$ cat config.mk
export PLATFORM = sky130hd
export DESIGN_NAME = bump_arena_allocator_flat
export DESIGN_NICKNAME = d
export VERILOG_FILES = /design/src/baa_pkg.sv /design/src/baa_if.sv /design/src/baa_cfg_regs.sv /design/src/baa_ctrl.sv /design/src/baa_datapath.sv /design/src/bump_arena_allocator.sv /design/src/flat_wrapper.sv
export SDC_FILE = /design/constraint.sdc
export NUM_CORES = 2
export LEC_CHECK = 0
export BUFFER_PORTS_ARGS = -buffer_cell sky130_fd_sc_hd__buf_2
export CORE_UTILIZATION = 40
export DETAILED_ROUTE_END_ITERATION = 10
export PLACE_DENSITY = 0.56
export SLEW_MARGIN = 20
export SYNTH_ARGS = -nofsm -noshare
export SYNTH_HDL_FRONTEND = slang
export SYNTH_SLANG_ARGS = --single-unit
$ cat constraint.sdc
create_clock -name clk -period 7.9 [get_ports clk]
set_clock_uncertainty 0.1 [all_clocks]
set_input_delay 1.58 -clock clk [delete_from_list [all_inputs] [get_ports clk]]
set_output_delay 1.58 -clock clk [all_outputs]
set_load 0.01 [all_outputs]
$ cat src/baa_pkg.sv
`timescale 1ns / 1ps

package baa_pkg;

    // arena geometry
    localparam int unsigned ALIGNMENT    = 8;
    localparam int unsigned COMMIT_CHUNK = 4096;

    localparam logic [31:0] DEFAULT_CAPACITY = 32'd1048576;
    // largest aligned capacity that still fits 32 bits
    localparam logic [31:0] MAX_CAPACITY =
        32'((64'h0000_0000_FFFF_FFFF / 64'(ALIGNMENT)) * 64'(ALIGNMENT));

    // operation codes
    localparam logic [2:0] OP_ALLOC        = 3'd0;
    localparam logic [2:0] OP_REALLOC      = 3'd1;
    localparam logic [2:0] OP_RELEASE_TO   = 3'd2;
    localparam logic [2:0] OP_RELEASE_SIZE = 3'd3;
    localparam logic [2:0] OP_CLEAR        = 3'd4;
    localparam logic [2:0] OP_QUERY        = 3'd5;

    // register indexes on the configuration port
    localparam logic REG_CAPACITY = 1'b0;
    localparam logic REG_PRESENT  = 1'b1;

    localparam int unsigned APB_ADDR_W = 3;

    // controller to datapath commands
    typedef struct packed {
        logic load_in;
        logic eval;
        logic finish;
    } baa_cmd_t;

    function automatic logic [33:0] align_up(input logic [33:0] x);
        return (x + 34'(ALIGNMENT - 1)) / 34'(ALIGNMENT) * 34'(ALIGNMENT);
    endfunction

    function automatic logic [33:0] chunk_up(input logic [33:0] x);
        return (x + 34'(COMMIT_CHUNK - 1)) / 34'(COMMIT_CHUNK) * 34'(COMMIT_CHUNK);
    endfunction

endpackage

$ cat src/baa_if.sv
`timescale 1ns / 1ps

interface baa_req_if;
    logic        valid;
    logic        ready;
    logic [2:0]  operation;
    logic [31:0] request_size;
    logic [31:0] block_offset;
    logic        has_block;

    modport source (
        output valid, operation, request_size, block_offset, has_block,
        input  ready
    );
    modport sink (
        input  valid, operation, request_size, block_offset, has_block,
        output ready
    );
endinterface

interface baa_rsp_if;
    logic        valid;
    logic        ready;
    logic        success;
    logic [31:0] result_offset;
    logic [31:0] current_level;
    logic        commit_valid;
    logic [31:0] commit_offset;
    logic [31:0] commit_length;

    modport source (
        output valid, success, result_offset, current_level,
               commit_valid, commit_offset, commit_length,
        input  ready
    );
    modport sink (
        input  valid, success, result_offset, current_level,
               commit_valid, commit_offset, commit_length,
        output ready
    );
endinterface

$ cat src/baa_cfg_regs.sv
`timescale 1ns / 1ps

module baa_cfg_regs
    import baa_pkg::*;
(
    input  logic                  clk,
    input  logic                  rst_n,
    input  logic                  psel,
    input  logic                  penable,
    input  logic                  pwrite,
    input  logic [APB_ADDR_W-1:0] paddr,
    input  logic [31:0]           pwdata,
    output logic [31:0]           prdata,
    output logic                  pready,
    output logic [31:0]           capacity,
    output logic                  present
);

    logic [31:0] capacity_reg;
    logic [31:0] capacity_next;
    logic        present_reg;
    logic        present_next;
    logic        wr_en;
    logic [33:0] cap_aligned;

    assign pready      = 1'b1;
    assign wr_en       = psel & penable & pwrite;
    assign cap_aligned = align_up({2'b00, pwdata});

    always_comb
    begin
        capacity_next = capacity_reg;
        present_next  = present_reg;
        if (wr_en)
        begin
            case (paddr[2])
                REG_CAPACITY:
                begin
                    if (pwdata == 32'd0)
                        capacity_next = DEFAULT_CAPACITY;
                    else if (cap_aligned[33:32] != 2'b00)
                        capacity_next = MAX_CAPACITY;
                    else
                        capacity_next = cap_aligned[31:0];
                end
                REG_PRESENT:
                    present_next = pwdata[0];
                default:
                    present_next = present_reg;
            endcase
        end
    end

    always_ff @(posedge clk or negedge rst_n)
    begin
        if (!rst_n)
        begin
            capacity_reg <= DEFAULT_CAPACITY;
            present_reg  <= 1'b1;
        end
        else
        begin
            capacity_reg <= capacity_next;
            present_reg  <= present_next;
        end
    end

    always_comb
    begin
        case (paddr[2])
            REG_CAPACITY: prdata = capacity_reg;
            REG_PRESENT:  prdata = {31'd0, present_reg};
            default:      prdata = 32'd0;
        endcase
    end

    assign capacity = capacity_reg;
    assign present  = present_reg;

endmodule

$ cat src/baa_ctrl.sv
`timescale 1ns / 1ps

module baa_ctrl
    import baa_pkg::*;
(
    input  logic     clk,
    input  logic     rst_n,
    input  logic     in_valid,
    output logic     in_ready,
    output logic     out_valid,
    input  logic     out_ready,
    output baa_cmd_t cmd
);

    localparam logic [1:0] ST_IDLE = 2'd0;
    localparam logic [1:0] ST_EVAL = 2'd1;
    localparam logic [1:0] ST_DONE = 2'd2;

    logic [1:0] state_reg;
    logic [1:0] state_next;
    logic       out_valid_reg;
    logic       out_valid_next;
    logic       out_free;

    assign out_free    = !out_valid_reg || out_ready;
    assign cmd.finish  = (state_reg == ST_DONE) && out_free;
    assign cmd.eval    = (state_reg == ST_EVAL);
    assign in_ready    = (state_reg == ST_IDLE) || cmd.finish;
    assign cmd.load_in = in_valid && in_ready;

    always_comb
    begin
        case (state_reg)
            ST_IDLE: state_next = cmd.load_in ? ST_EVAL : ST_IDLE;
            ST_EVAL: state_next = ST_DONE;
            ST_DONE:
            begin
                if (cmd.finish)
                    state_next = cmd.load_in ? ST_EVAL : ST_IDLE;
                else
                    state_next = ST_DONE;
            end
            default: state_next = ST_IDLE;
        endcase
    end

    always_comb
    begin
        if (cmd.finish)
            out_valid_next = 1'b1;
        else if (out_ready)
            out_valid_next = 1'b0;
        else
            out_valid_next = out_valid_reg;
    end

    always_ff @(posedge clk or negedge rst_n)
    begin
        if (!rst_n)
        begin
            state_reg     <= ST_IDLE;
            out_valid_reg <= 1'b0;
        end
        else
        begin
            state_reg     <= state_next;
            out_valid_reg <= out_valid_next;
        end
    end

    assign out_valid = out_valid_reg;

`ifndef SYNTHESIS
    a_eval_then_done: assert property (@(posedge clk) disable iff (!rst_n)
        state_reg == ST_EVAL |=> state_reg == ST_DONE)
        else $error("evaluation step not followed by completion step");

    a_load_enters_eval: assert property (@(posedge clk) disable iff (!rst_n)
        cmd.load_in |=> state_reg == ST_EVAL)
        else $error("accepted item did not start evaluation");

    a_no_accept_in_eval: assert property (@(posedge clk) disable iff (!rst_n)
        state_reg == ST_EVAL |-> !in_ready)
        else $error("item accepted while another is being evaluated");

    a_finish_shows_result: assert property (@(posedge clk) disable iff (!rst_n)
        cmd.finish |=> out_valid_reg)
        else $error("finished item not presented");

    a_stall_holds: assert property (@(posedge clk) disable iff (!rst_n)
        state_reg == ST_DONE && !out_free |=> state_reg == ST_DONE && out_valid_reg)
        else $error("completion left while result slot busy");
`endif

endmodule

$ cat src/baa_datapath.sv
`timescale 1ns / 1ps

module baa_datapath
    import baa_pkg::*;
(
    input  logic        clk,
    input  logic        rst_n,
    input  baa_cmd_t    cmd,
    input  logic [2:0]  operation,
    input  logic [31:0] request_size,
    input  logic [31:0] block_offset,
    input  logic        has_block,
    input  logic [31:0] capacity,
    input  logic        present,
    output logic        success,
    output logic [31:0] result_offset,
    output logic [31:0] current_level,
    output logic        commit_valid,
    output logic [31:0] commit_offset,
    output logic [31:0] commit_length
);

    // accepted item
    logic [2:0]  op_reg;
    logic [31:0] size_reg;
    logic [31:0] pos_reg;
    logic        has_reg;

    // arena state
    logic [31:0] level_reg;
    logic [31:0] level_next;
    logic [31:0] committed_reg;
    logic [31:0] committed_next;

    // evaluation stage results
    logic        a_alloc_reg;
    logic [31:0] a_where_reg;
    logic [31:0] a_lvl_reg;
    logic [31:0] a_arg_reg;
    logic        a_ok_reg;
    logic [31:0] a_level_reg;
    logic [31:0] a_room_reg;

    logic        a_alloc;
    logic [31:0] a_where;
    logic [31:0] a_arg;
    logic        a_ok;
    logic [31:0] a_level;

    logic [33:0] lvl_al34;
    logic [31:0] lvl_al;
    logic [32:0] sum33;
    logic [32:0] grow_arg33;
    logic        pos_below;
    logic        grows;
    logic        past_pad;

    // completion stage
    logic [33:0] sz34;
    logic [33:0] top34;
    logic [33:0] take34;
    logic [31:0] take;
    logic        over_commit;
    logic        over_cap;
    logic        b_ok;
    logic [31:0] b_where;
    logic        b_cvalid;
    logic [31:0] b_coff;
    logic [31:0] b_clen;

    // result register
    logic        success_reg;
    logic [31:0] result_offset_reg;
    logic [31:0] current_level_reg;
    logic        commit_valid_reg;
    logic [31:0] commit_offset_reg;
    logic [31:0] commit_length_reg;

    always_ff @(posedge clk)
    begin
        if (cmd.load_in)
        begin
            op_reg   <= operation;
            size_reg <= request_size;
            pos_reg  <= block_offset;
            has_reg  <= has_block;
        end
    end

    // size + offset gives the new level for in-place reallocation and,
    // less the aligned level, the extra bytes a grow must allocate
    assign lvl_al34   = align_up({2'b00, level_reg});
    assign lvl_al     = lvl_al34[31:0];
    assign sum33      = {1'b0, size_reg} + {1'b0, pos_reg};
    assign grow_arg33 = sum33 - {1'b0, lvl_al};
    assign pos_below  = pos_reg < level_reg;
    assign grows      = sum33 > {1'b0, level_reg};
    assign past_pad   = sum33 > {1'b0, lvl_al};

    always_comb
    begin
        a_alloc = 1'b0;
        a_where = 32'd0;
        a_arg   = size_reg;
        a_ok    = 1'b0;
        a_level = level_reg;
        case (op_reg)
            OP_ALLOC:
            begin
                a_alloc = 1'b1;
                a_where = lvl_al;
            end
            OP_REALLOC:
            begin
                if (!has_reg)
                begin
                    a_alloc = 1'b1;
                    a_where = lvl_al;
                end
                else if (pos_below)
                begin
                    a_where = pos_reg;
                    if (grows && past_pad)
                    begin
                        a_alloc = 1'b1;
                        a_arg   = grow_arg33[31:0];
                    end
                    else
                    begin
                        a_ok    = 1'b1;
                        a_level = sum33[31:0];
                    end
                end
            end
            OP_RELEASE_TO:
            begin
                a_ok    = 1'b1;
                a_level = pos_below ? pos_reg : level_reg;
            end
            OP_RELEASE_SIZE:
            begin
                a_ok    = 1'b1;
                a_level = (size_reg < level_reg) ? (level_reg - size_reg) : 32'd0;
            end
            OP_CLEAR:
            begin
                a_ok    = 1'b1;
                a_level = 32'd0;
            end
            OP_QUERY:
                a_ok = 1'b1;
            default:
                a_ok = 1'b0;
        endcase
    end

    always_ff @(posedge clk or negedge rst_n)
    begin
        if (!rst_n)
        begin
            a_alloc_reg <= 1'b0;
            a_ok_reg    <= 1'b0;
        end
        else if (cmd.eval)
        begin
            a_alloc_reg <= a_alloc;
            a_ok_reg    <= a_ok;
        end
    end

    always_ff @(posedge clk)
    begin
        if (cmd.eval)
        begin
            a_where_reg <= a_where;
            a_lvl_reg   <= lvl_al;
            a_arg_reg   <= a_arg;
            a_level_reg <= a_level;
            a_room_reg  <= capacity - committed_reg;
        end
    end

    assign sz34        = align_up({2'b00, a_arg_reg});
    assign top34       = {2'b00, a_lvl_reg} + sz34;
    assign take34      = chunk_up(sz34);
    assign take        = (take34 > {2'b00, a_room_reg}) ? a_room_reg : take34[31:0];
    assign over_commit = top34 > {2'b00, committed_reg};
    assign over_cap    = top34 > {2'b00, capacity};

    always_comb
    begin
        b_ok           = a_ok_reg;
        b_where        = a_where_reg;
        level_next     = a_level_reg;
        committed_next = committed_reg;
        b_cvalid       = 1'b0;
        b_coff         = 32'd0;
        b_clen         = 32'd0;
        if (a_alloc_reg)
        begin
            if (!present)
            begin
                b_ok       = 1'b0;
                level_next = level_reg;
            end
            else if (over_commit && over_cap)
            begin
                // level keeps its aligned value on failure
                b_ok       = 1'b0;
                level_next = a_lvl_reg;
            end
            else
            begin
                b_ok       = 1'b1;
                level_next = top34[31:0];
                if (over_commit)
                begin
                    committed_next = committed_reg + take;
                    b_cvalid       = take != 32'd0;
                    b_coff         = b_cvalid ? committed_reg : 32'd0;
                    b_clen         = take;
                end
            end
        end
    end

    always_ff @(posedge clk or negedge rst_n)
    begin
        if (!rst_n)
        begin
            level_reg     <= 32'd0;
            committed_reg <= 32'd0;
        end
        else if (cmd.finish)
        begin
            level_reg     <= level_next;
            committed_reg <= committed_next;
        end
    end

    always_ff @(posedge clk)
    begin
        if (cmd.finish)
        begin
            success_reg       <= b_ok;
            result_offset_reg <= b_ok ? b_where : 32'd0;
            current_level_reg <= level_next;
            commit_valid_reg  <= b_cvalid;
            commit_offset_reg <= b_coff;
            commit_length_reg <= b_clen;
        end
    end

    assign success       = success_reg;
    assign result_offset = result_offset_reg;
    assign current_level = current_level_reg;
    assign commit_valid  = commit_valid_reg;
    assign commit_offset = commit_offset_reg;
    assign commit_length = commit_length_reg;

endmodule

$ cat src/bump_arena_allocator.sv
`timescale 1ns / 1ps

// Bump-pointer arena allocator on byte offsets. Each item on req carries an
// operation (allocate, reallocate, release to offset, release size, clear,
// query level) and gives exactly one item on rsp with success, block offset,
// the allocation level after the operation and, when an allocation pushes
// past the committed level, a commit request (offset and chunk-rounded length
// clamped to the capacity). An accepted item passes an evaluation step
// (alignment of the level, in-place reallocation checks, release
// arithmetic), then a completion step (aligned size add, capacity and
// commit compares, level update) that loads its result. A new item is
// accepted in the completion step once the result register is free, not in
// evaluation; the result register lets the next item start while a result
// still waits. Capacity and presence (APB, capacity at 0x0, presence at 0x4)
// must be written by the user only while the block is idle; it is unchecked.
module bump_arena_allocator
    import baa_pkg::*;
(
    input  logic                  clk,
    input  logic                  rst_n,
    baa_req_if.sink               req,
    baa_rsp_if.source             rsp,
    input  logic                  psel,
    input  logic                  penable,
    input  logic                  pwrite,
    input  logic [APB_ADDR_W-1:0] paddr,
    input  logic [31:0]           pwdata,
    output logic [31:0]           prdata,
    output logic                  pready
);

    // control path to datapath commands
    baa_cmd_t    cmd;

    // configuration seen by the datapath
    logic [31:0] capacity;
    logic        present;

    // configuration registers, to be written only while idle (unchecked)
    baa_cfg_regs u_cfg (
        .clk      (clk),
        .rst_n    (rst_n),
        .psel     (psel),
        .penable  (penable),
        .pwrite   (pwrite),
        .paddr    (paddr),
        .pwdata   (pwdata),
        .prdata   (prdata),
        .pready   (pready),
        .capacity (capacity),
        .present  (present)
    );

    // sequencer: accept, evaluate, complete into the result register
    baa_ctrl u_ctrl (
        .clk       (clk),
        .rst_n     (rst_n),
        .in_valid  (req.valid),
        .in_ready  (req.ready),
        .out_valid (rsp.valid),
        .out_ready (rsp.ready),
        .cmd       (cmd)
    );

    // level and committed-level registers plus the two evaluation steps
    baa_datapath u_dp (
        .clk           (clk),
        .rst_n         (rst_n),
        .cmd           (cmd),
        .operation     (req.operation),
        .request_size  (req.request_size),
        .block_offset  (req.block_offset),
        .has_block     (req.has_block),
        .capacity      (capacity),
        .present       (present),
        .success       (rsp.success),
        .result_offset (rsp.result_offset),
        .current_level (rsp.current_level),
        .commit_valid  (rsp.commit_valid),
        .commit_offset (rsp.commit_offset),
        .commit_length (rsp.commit_length)
    );

endmodule
$ cat src/flat_wrapper.sv
// flat-port wrapper written by rule: the top's interface ports become plain ports
module bump_arena_allocator_flat import baa_pkg::*;
  (clk, rst_n, psel, penable, pwrite, paddr, pwdata, prdata, pready, req_valid, req_operation, req_request_size, req_block_offset, req_has_block, req_ready, rsp_valid, rsp_success, rsp_result_offset, rsp_current_level, rsp_commit_valid, rsp_commit_offset, rsp_commit_length, rsp_ready);
  baa_req_if req_i ();
  baa_rsp_if rsp_i ();
  input  logic clk;
  input  logic rst_n;
  input  logic psel;
  input  logic penable;
  input  logic pwrite;
  input  logic [APB_ADDR_W-1:0] paddr;
  input  logic [31:0] pwdata;
  output logic [31:0] prdata;
  output logic pready;
  input wire logic [$bits(req_i.valid)-1:0] req_valid;
  input wire logic [$bits(req_i.operation)-1:0] req_operation;
  input wire logic [$bits(req_i.request_size)-1:0] req_request_size;
  input wire logic [$bits(req_i.block_offset)-1:0] req_block_offset;
  input wire logic [$bits(req_i.has_block)-1:0] req_has_block;
  output wire logic [$bits(req_i.ready)-1:0] req_ready;
  output wire logic [$bits(rsp_i.valid)-1:0] rsp_valid;
  output wire logic [$bits(rsp_i.success)-1:0] rsp_success;
  output wire logic [$bits(rsp_i.result_offset)-1:0] rsp_result_offset;
  output wire logic [$bits(rsp_i.current_level)-1:0] rsp_current_level;
  output wire logic [$bits(rsp_i.commit_valid)-1:0] rsp_commit_valid;
  output wire logic [$bits(rsp_i.commit_offset)-1:0] rsp_commit_offset;
  output wire logic [$bits(rsp_i.commit_length)-1:0] rsp_commit_length;
  input wire logic [$bits(rsp_i.ready)-1:0] rsp_ready;
  assign req_i.valid = req_valid;
  assign req_i.operation = req_operation;
  assign req_i.request_size = req_request_size;
  assign req_i.block_offset = req_block_offset;
  assign req_i.has_block = req_has_block;
  assign req_ready = req_i.ready;
  assign rsp_valid = rsp_i.valid;
  assign rsp_success = rsp_i.success;
  assign rsp_result_offset = rsp_i.result_offset;
  assign rsp_current_level = rsp_i.current_level;
  assign rsp_commit_valid = rsp_i.commit_valid;
  assign rsp_commit_offset = rsp_i.commit_offset;
  assign rsp_commit_length = rsp_i.commit_length;
  assign rsp_i.ready = rsp_ready;
  bump_arena_allocator u_core (.clk(clk), .rst_n(rst_n), .req(req_i), .rsp(rsp_i), .psel(psel), .penable(penable), .pwrite(pwrite), .paddr(paddr), .pwdata(pwdata), .prdata(prdata), .pready(pready));
endmodule
==> results.txt <==
----------------------------------------------------
[Outcome]
  Run status ... finished, final reports clean

[Die]
  Core Area ... 83560 um^2
  Die Y ... 292.3 um
  Width of the die ... 292.3 um
  Top-Level Pins ... 275
  Number of placement rows ... 106
  Overall die area ... 85440 um^2
  Initial standard-cell utilization of the core ... 40.34%

[Power]
  Part of the power in registers ... 26.7%
  Switching share of power ... 42.70%
  Power spent charging and discharging nets ... 5706 uW
  Peak supply drop ... 0.1687 mV
  Clock power frac ... 20.4%
  Cell Int Power ... 7659 uW
  Pwr per Cell Area ... 340.8 nW/um^2
  Leakage ... 0.01714 uW
  Fraction of power consumed by combinational cells ... 52.9%

[Setup path]
  Max stage delay cell, worst path ... or4_4
  Internal reg-to-reg setup slack ... 0.40 ns
  Critical path capture point type ... flop
  Critical path startpoint category ... flop
  Worst-path maximum fanout ... 15
  Slowest cell delay on critical path ... 0.54 ns
  Arrival time of the worst setup path ... 7.88 ns
  Worst path required time ... 8.28 ns
  Critical Setup Path Class ... reg -> reg

[Clocking]
  Number of H-tree levels ... 2
  Worst skew pair latency ... 0.63 ns
  CTS Buf Count ... 52
  CTS tree ... done
  Number of buffers added for setup after CTS ... 0
  Clk Tree Root Cell ... clkbuf_16
  Hold_buf cts ... 0
  Sinks on Clock Net ... 454
  Max Buffers Root-to-Sink ... 3
  Clock slew at the register clock pins of the worst setup and hold paths ... 0.06 ns
  Post-CTS sizing ... 0

[Placement]
  Placer Congestion ... 0.9385
  Port Buffer Count ... 269
  DPL Wire Length ... 89.03 mm

[Routing]
  First drt pass iteration count ... 5
  Post-DR vias/cell ... 5.651
  Per-cell routed wire length ... 21.92 um
  Routed vias ... 28460
  Number of violations reported at the end of detailed-routing iteration 0 ... 2385
  Wire length reported by the detailed router ... 110.4 mm
  ANT nets after route ... 0
  Drt drc ... 0

[GRT]
  Number of global-route vias before repair ... 26890
  Maximum number of pins on one net before global-route repair ... 90
  Global route total overflow ... 0
  Total GRT Usage ... 25.19%
  Number of antenna violations at the first check in global routing ... 2
  First-pass GRT wire length ... 162.3 mm

[Timing]
  Final hold viol count ... 0
  Tightest Pin Transition ... 1.067 ns
  Maximum frequency from static timing analysis ... 133.4 MHz
  Setup violations, final ... 0
  Worst Hold Slack ... 0.4219 ns
  Unrepaired setup endpoints after global routing ... false
  Crit share post-route ... 94.92%
  Final setup TNS ... 0 ns
  Pins over their slew limit ... 0
  Clock period minus worst slack ... 7.499 ns
  Worst rel slew slack ... 28.11%

[Min path]
  Kind of path behind the tightest hold check ... reg -> reg

[Logic synthesis]
  Number of enable flip-flop cells after synthesis ... 355
  Mean Syn Cell Area ... 9.463 um^2
  Async SR Flop Fraction ... 21.81%
  Post-Syn Instances ... 3562
  Fraction of the mapped netlist area in compound gates ... 19.57%
  Portion of synthesized cell area occupied by the leading cell type ... 31.62%
  Top_reg_cell synth ... edfxtp_1
  XOR/XNOR share of the synthesized area ... 6.310%
  Netlist cell types ... 99
  Post-synth top area cell ... edfxtp_1
  Register bit count reported by yosys ... 454
  Synth area leaders ... edfxtp_1 32%, ha_1 12%, dfrtp_1 7.2%
  Synthesized cell area ... 33710 um^2
  Synthesis warning total ... 0
  Dominant cell by count in the synthesized netlist ... edfxtp_1
  Mux share of post-synthesis cell area ... 2.190%
  Post-synthesis share of cell area spent on full adders, half adders and majority gates ... 12.15%
  Synth Area in Simple Gates ... 16.07%
  Sequential fraction of the synthesis area ... 38.98%
  Main combinational cell family by area after synthesis ... compound AO/OA/AOI/OAI gates
  List of most frequent post-synthesis cells ... 355 x edfxtp_1, 317 x ha_1, 267 x inv_1

[Layout]
  Area delta synth->final ... 16.34%
  Final-layout fill cell count ... 8024
  Ratio of cells with drive above 1 in the final layout ... 14.73%
  Net count of the finished layout ... 4340

[Flow run]
  Number of max-cap violations ... 0

----------------------------------------------------
## cell families after synthesis
kind of cell / after synthesis
other: 2
buffers and inverters: 406
adders and majority gates: 325
muxes: 72
DFF: 454
xor gates and xnor gates: 242
AOI/OAI and AO/OA: 1016
and+or+nand+nor: 1045
## metrics by stage
step,utilization [%],area [um^2],total power [uW],std cells,setup slack (ns)
after floorplan,-,33710,8294,3563,0.4942
after CTS,46.83,39130,13320,5031,0.01876
after global routing,46.93,39210,14260,5033,0.01028
final,46.93,39220,13370,5036,0.4012
after global placement,44.51,37190,10500,4933,0.1570
after detailed placement,44.51,37190,10550,4933,0.06436
## layer usage
layer | routed length (um) | vias up | share of wire (%) | GRT usage (%)
met5 | 0 | - | 0 | 0
met4 | 4113 | 0 | 3.7 | 9.181
met3 | 6174 | 152 | 5.6 | 2.254
met2 | 51470 | 881 | 47 | 42.27
met1 | 48650 | 13470 | 44 | 33.81
li1 | - | 13950 | - | -
## cell usage in the layout, fill, tap and decap left out, drive strengths merged, types with 12 or more instances in the layout
cell	synthesis	layout
a31oi	35	35
o22ai	26	26
and3	58	58
clkinv	0	15
o31ai	40	40
a2bb2oi	12	12
inv	267	272
or3	15	15
dfrtp	97	97
and4	23	23
o21a	42	42
nand2b	29	29
xnor2	166	166
nor3b	20	20
a21o	132	132
and2	65	65
mux2	14	14
or4	12	12
ha	317	317
o211ai	27	27
a222oi	13	13
edfxtp	355	355
nor2b	82	82
a21boi	14	14
clkbuf	113	62
a21oi	228	228
mux2i	58	58
nand4	68	68
a211oi	33	33
nand3	94	94
buf	26	430
nor4	33	33
xor2	76	76
a22o	21	21
o21bai	20	20
o21ai	265	265
nand2	249	249
nor3	79	79
nor2	196	196
## path summary, 6_finish.rpt
| check | cells past startpoint | end | from |
|---|---|---|---|
| max | 30 | u_core.u_dp.committed_reg[30]$_DFFE_PN0P_ | u_core.u_dp.a_arg_reg[8]$_DFFE_PN_ |
| min | 2 | u_core.u_ctrl.out_valid$_DFFE_PN0P_ | u_core.u_ctrl.state_reg[1]$_DFF_PN0_ |
| max reg2reg | 30 | u_core.u_dp.committed_reg[30]$_DFFE_PN0P_ | u_core.u_dp.a_arg_reg[8]$_DFFE_PN_ |
| min reg2reg | 2 | u_core.u_ctrl.out_valid$_DFFE_PN0P_ | u_core.u_ctrl.state_reg[1]$_DFF_PN0_ |
| max in group asynchronous | 2 | u_core.u_cfg.capacity[23]$_DFFE_PN0P_ | rst_n |
| min in group asynchronous | 1 | u_core.u_dp.committed_reg[1]$_DFFE_PN0P_ | rst_n |
## layout make-up
type	instances	area [um^2]	area share, %
repair buffers	430	2640	6.732
flip-flops and latches	454	13140	33.51
clock inverters	36	525.5	1.340
diodes	4	10.01	0.02552
well taps	1080	1351	3.446
clock buffers	62	1410	3.596
inverters	267	1012	2.581
multi-input cells	2703	19130	48.77
## critical path, delay by kind of cell (launching register included)
family                     cells  cell delay [ns]
xor gates and xnor gates       2             0.31
DFF                            1             0.47
buffers and inverters          3             0.55
muxes                          1             0.29
adders and majority gates      3             0.93
AOI/OAI and AO/OA             11             2.21
and+or+nand+nor               10             2.47
## power by group through the flow
stage / sequential (uW) / combinational [uW] / clock [uW]
final: 3570 / 7070 / 2720
after global routing: 3620 / 7780 / 2860
after CTS: 3560 / 6990 / 2780
after detailed placement: 3600 / 6950 / 0
after global placement: 3590 / 6910 / 0
after floorplan: 3440 / 4860 / 0
Note: power is estimated with default switching activity, not from simulation.
